### src/design/four_voice_sample_player_pwm_core_defines.svh
// Assertion macros of the sample player design, used by fvsp_back.
// No dependencies; include this file by its bare name.
`ifndef FOUR_VOICE_SAMPLE_PLAYER_PWM_CORE_DEFINES_SVH
`define FOUR_VOICE_SAMPLE_PLAYER_PWM_CORE_DEFINES_SVH

// Consequent must hold in the same cycle as the antecedent.
`define FVSP_ASSERT_NOW(label, clk, rst_n, ante, cons, msg) \
    label: assert property (@(posedge clk) disable iff (!rst_n) (ante) |-> (cons)) \
        else $error(msg);

// Consequent must hold in the cycle after the antecedent.
`define FVSP_ASSERT_NEXT(label, clk, rst_n, ante, cons, msg) \
    label: assert property (@(posedge clk) disable iff (!rst_n) (ante) |=> (cons)) \
        else $error(msg);

`endif

### src/design/fvsp_pkg.sv
// Shared types and constants of the four-voice sample player.
// No dependencies.
package fvsp_pkg;

    localparam int NUM_VOICES       = 4;
    localparam int VOICE_BITS       = $clog2(NUM_VOICES);
    localparam int SAMPLE_ADDR_BITS = 16;
    localparam int PWM_BITS         = 6;
    localparam int QUEUE_DEPTH      = 2;
    localparam int STEP_BITS        = $clog2(NUM_VOICES + 1);

    typedef enum logic [1:0] {
        REQ_TICK    = 2'd0,
        REQ_WRITE   = 2'd1,
        REQ_TRIGGER = 2'd2,
        REQ_SET     = 2'd3
    } t_req;

    typedef enum logic [1:0] {
        BK_IDLE,
        BK_TICK,
        BK_HOLD
    } t_back_state;

    // One classified command; trigger and set fields are already clamped.
    typedef struct packed {
        t_req                    req_type;
        logic [VOICE_BITS-1:0]   voice;
        logic [15:0]             mem_addr;
        logic signed [7:0]       mem_data;
        logic [15:0]             len;
        logic [15:0]             loop;
        logic [15:0]             pos;
        logic [15:0]             period;
        logic [6:0]              volume;
    } t_cmd;

endpackage

### src/design/fvsp_front.sv
// Front end: accepts request items, clamps trigger and set fields and
// queues the resulting commands. Depends on fvsp_pkg.
module fvsp_front
    import fvsp_pkg::*;
(
    input  logic                  i_clk,
    input  logic                  i_rst_n,
    input  logic                  i_in_valid,
    output logic                  o_in_ready,
    input  logic [1:0]            i_req_type,
    input  logic [VOICE_BITS-1:0] i_voice,
    input  logic [15:0]           i_mem_addr,
    input  logic signed [7:0]     i_mem_data,
    input  logic [15:0]           i_sample_len,
    input  logic [15:0]           i_loop_len,
    input  logic [15:0]           i_start_offset,
    input  logic [15:0]           i_period,
    input  logic [6:0]            i_volume,
    output logic                  o_cmd_valid,
    output t_cmd                  o_cmd,
    input  logic                  i_cmd_pop
);

    localparam int QPTR_W = (QUEUE_DEPTH > 1) ? $clog2(QUEUE_DEPTH) : 1;
    localparam int QCNT_W = $clog2(QUEUE_DEPTH + 1);

    t_cmd              cmd;
    logic [15:0]       len_c;
    logic [15:0]       loop_c;
    logic [15:0]       len_m1;
    logic              push;
    logic              pop;

    t_cmd              r_q [QUEUE_DEPTH];
    logic [QPTR_W-1:0] r_wr_ptr;
    logic [QPTR_W-1:0] r_rd_ptr;
    logic [QCNT_W-1:0] r_count;

    always_comb begin
        len_c  = (i_sample_len == 16'd0) ? 16'd1 : i_sample_len;
        loop_c = (i_loop_len == 16'd0) ? 16'd1 : i_loop_len;
        if (loop_c > len_c) begin
            loop_c = len_c;
        end
        len_m1 = len_c - 16'd1;

        cmd.req_type = t_req'(i_req_type);
        cmd.voice    = i_voice;
        cmd.mem_addr = i_mem_addr;
        cmd.mem_data = i_mem_data;
        cmd.len      = len_c;
        cmd.loop     = loop_c;
        cmd.pos      = (i_start_offset > len_m1) ? len_m1 : i_start_offset;
        cmd.period   = (i_period == 16'd0) ? 16'd1 : i_period;
        cmd.volume   = i_volume;
    end

    assign o_in_ready  = (r_count != QCNT_W'(QUEUE_DEPTH));
    assign o_cmd_valid = (r_count != '0);
    assign o_cmd       = r_q[r_rd_ptr];
    assign push        = i_in_valid && o_in_ready;
    assign pop         = i_cmd_pop && o_cmd_valid;

    always_ff @(posedge i_clk) begin
        if (push) begin
            r_q[r_wr_ptr] <= cmd;
        end
    end

    always_ff @(posedge i_clk) begin
        if (!i_rst_n) begin
            r_wr_ptr <= '0;
            r_rd_ptr <= '0;
            r_count  <= '0;
        end else begin
            if (push) begin
                r_wr_ptr <= (r_wr_ptr == QPTR_W'(QUEUE_DEPTH - 1)) ? '0 : r_wr_ptr + 1'b1;
            end
            if (pop) begin
                r_rd_ptr <= (r_rd_ptr == QPTR_W'(QUEUE_DEPTH - 1)) ? '0 : r_rd_ptr + 1'b1;
            end
            case ({push, pop})
                2'b10:   r_count <= r_count + 1'b1;
                2'b01:   r_count <= r_count - 1'b1;
                default: r_count <= r_count;
            endcase
        end
    end

endmodule

### config.mk
export PLATFORM = sky130hd
export DESIGN_NAME = fvsp_front
export DESIGN_NICKNAME = d
export VERILOG_FILES = /design/src/design/four_voice_sample_player_pwm_core_defines.svh /design/src/design/fvsp_pkg.sv /design/src/design/fvsp_front.sv
export SDC_FILE = /design/constraint.sdc
export NUM_CORES = 1
export LEC_CHECK = 0
export BUFFER_PORTS_ARGS = -buffer_cell sky130_fd_sc_hd__clkbuf_2
export CORE_MARGIN = 5
export CORE_UTILIZATION = 50
export DETAILED_ROUTE_END_ITERATION = 6
export PLACE_DENSITY_LB_ADDON = 0.08
export SYNTH_ARGS = -nofsm -noshare
export SYNTH_HDL_FRONTEND = slang
export SYNTH_SLANG_ARGS = --single-unit
### constraint.sdc
create_clock -name i_clk -period 10.63 [get_ports i_clk]
set_clock_uncertainty 0.15 [all_clocks]
set_input_delay 0 -clock i_clk [delete_from_list [all_inputs] [get_ports i_clk]]
set_output_delay 0 -clock i_clk [all_outputs]
set_load 0.01 [all_outputs]
==> flow_summary.json <==
{
  "status": "completed",
  "antennaDiodeCount": 0,
  "place_area_mm2": 0.0107,
  "cp-start-kind": "primary input",
  "hold_class": "primary input to flip-flop",
  "p_sw_uw": 721,
  "critPathKind": "primary input to flip-flop",
  "cts_sinks": 203,
  "slew_headroom_pct": 45.4,
  "grt_max_degree": 53,
  "synth_cell_type_count": 60,
  "ant_nets": 0,
  "vias": 6570,
  "cts_buffer_depth": 3,
  "post_cts_resized": 0,
  "maxCapViolations": 0,
  "die_w_um": 149,
  "synth_cells": 668,
  "utilization_pct": 66.3,
  "layout.nets": 1071,
  "hold_viol": 0,
  "synthArstFlopShare_pct": 0,
  "internal-power_mw": 1.82,
  "required_ns": 10.71,
  "clock_latency_ns": 0.49,
  "synth.ff_latch_count": 203,
  "clk_pin_slew_ns": 0.06,
  "routed_wl_um": 23300,
  "p_seq_share_pct": 42.5,
  "core-area_mm2": 0.0188,
  "slew_violations": 0,
  "portBuffers": 203,
  "layout_commonest_cell": "clkbuf_2",
  "synth-seq-area-share_pct": 62.9,
  "antenna_found_initial": 0,
  "avgSynthCellArea_um2": 14.4,
  "viasPerCell": 5.44,
  "drc": 0,
  "start_util_pct": 51.0,
  "cts_root_buffer": "clkbuf_16",
  "cts_tree": "done",
  "drive_gt1_share_pct": 38.8,
  "grt_use_met1_pct": 25.0,
  "p_leak_nw": 4.71,
  "die_y_um": 149,
  "path_max_fanout": 15,
  "syn_to_final_growth_pct": 30.0,
  "grt_pass1_wl_um": 35400,
  "post-route-period-util_pct": 46.9,
  "num_rows": 50,
  "swShare_pct": 28.3,
  "ioPinCount": 204,
  "crit_path_end_kind": "flip-flop",
  "dieArea_mm2": 0.0221,
  "htree_levels": 1,
  "drt_pre_antenna_iters": 7,
  "final_cell_mix": "203 x clkbuf_2, 198 x edfxtp_1, 103 x dlygate4sd3_1",
  "initialDrtViolationCount": 372,
  "max_freq_mhz": 201,
  "cellPowerDensity_mw_per_mm2": 204,
  "combPwrFrac_pct": 27.6,
  "gp_congestion": 0.965,
  "grt_usage_pct": 20.2,
  "setup_viol": 0,
  "ys.flop_type": "edfxtp_1",
  "design_area_mm2": 0.0125,
  "rsz0062_at_grt": "false",
  "fin_crit_ns": 4.98,
  "post_drt_wl_per_cell_um": 19.3,
  "worstPathArrival_ns": 5.07,
  "grt_pass1_vias": 6801,
  "vdd_drop_max_v": 0.000139,
  "synth-edff-count": 198,
  "clkPwrFrac_pct": 29.9,
  "cts_buffers": 23,
  "p_total_mw": 2.55,
  "grt_most_used_layer": "met2",
  "synth_area_mm2": 0.00961,
  "fin_hold_ws_ns": 0.0409,
  "grt_overflow": 0,
  "dp_hpwl_um": 15900,
  "grt_use_met3_pct": 3.63,
  "synth_warnings": 0,
  "synth_nets": 805,
  "fin_setup_tns_ns": 0,
  "grt_util_met2_pct": 35.8,
  "tightest_slew_ns": 0.820
}
==> routing by layer <==
metal,wire [um],vias up
met5,0,-
met1,9330,3169
li1,-,3135
met3,1570,37
met4,572,0
met2,11800,229
==> synth_stat cells (all sizes together), types with 4 or more instances <==
master | number | area, um^2
edfxtp | 198 | 5950
mux2 | 100 | 1130
clkbuf | 67 | 262
ha | 34 | 425
nand2 | 32 | 120
inv | 23 | 86.3
nor4 | 16 | 136
o2111ai | 16 | 140
o311ai | 16 | 140
or3 | 16 | 101
a21oi | 15 | 82.6
nor3 | 12 | 60.1
xnor2 | 11 | 96.3
nand4 | 9 | 56.3
o21a | 9 | 67.6
nor2 | 8 | 32.5
buf | 7 | 45.0
o32a | 7 | 70.1
a31oi | 6 | 37.5
o32ai | 6 | 52.6
and2 | 5 | 32.5
dfxtp | 5 | 100
nand3 | 5 | 25.0
o21ai | 4 | 20.0
==> sequential cells by signal (all words and copies together), names as in the netlist, named ones only <==
name,flops
r_rd_ptr,1
r_wr_ptr,1
r_count,2
r_q,198
==> stage by stage <==
step / cells / setup WS [ns]
CTS: 1208 / 5.66
global placement: 1066 / 6.27
global route: 1208 / 5.35
floorplan: 668 / 5.10
finish: 1208 / 5.65
detailed placement: 1066 / 6.07
==> path summary, 6_finish.rpt <==
path                                start                      end  slack [ns]  depth (start not counted)
setup / recovery          i_sample_len[5]     r_q[1][23]$_DFFE_PP_        5.65                         16
hold / removal                 i_in_valid  r_count[1]$_SDFFE_PN0P_        0.04                          5
setup reg to reg  r_count[0]$_SDFFE_PN0P_     r_q[1][81]$_DFFE_PP_        8.14                          3
hold reg to reg     r_rd_ptr$_SDFFE_PN0P_                flip-flop        0.39                          2
==> critical path, stage by stage <==
cell and delay [ns]:
dlygate4sd3_1 0.53, clkbuf_2 0.21, or4_4 0.60, nor4_4 0.39, a21oi_2 0.14, ha_1 0.27
or4b_2 0.27, nor4_1 0.07, xnor2_1 0.22, ha_1 0.30, nand3_1 0.17, nor2_1 0.08
and2_1 0.31, nor4_2 0.78, o31ai_1 0.11, dlygate4sd3_1 0.60
==> cell families (layout without fill, tap and decap cells) <==
family	Yosys count	in the layout	share of synthesized area, %
compound gates	102	102	8.54
xor+xnor	11	11	1.00
fa+ha+maj	34	34	4.43
buf+inv	99	379	4.25
flops	203	203	62.9
mux	100	100	11.7
simple gates	119	119	7.12
==> cell type report <==
| class | count | area, um^2 |
|---|---|---|
| Timing Repair Buffer | 316 | 2120 |
| Multi-Input combinational cell | 366 | 3170 |
| Inverter | 24 | 91.3 |
| Clock buffer | 28 | 594 |
| Clock inverter | 11 | 138 |
| Fill cell | 1372 | 6340 |
| Tap cell | 260 | 325 |
| Sequential cell | 203 | 6050 |
==> power groups by stage <==
stage	sequential, mW	combinational [mW]	clock [mW]
after global placement	1.09	0.666	0
final	1.08	0.703	0.761
after detailed placement	1.10	0.677	0
after global routing	1.09	0.760	0.817
after CTS	1.08	0.713	0.780
after floorplan	1.07	0.446	0
==> repair_timing <==
action	4_1_cts	5_1_grt
hold endpoints to repair	203	0
hold buffers	103	0
buffers inserted	0	0
No activity file was read; power rests on OpenSTA's default activity.
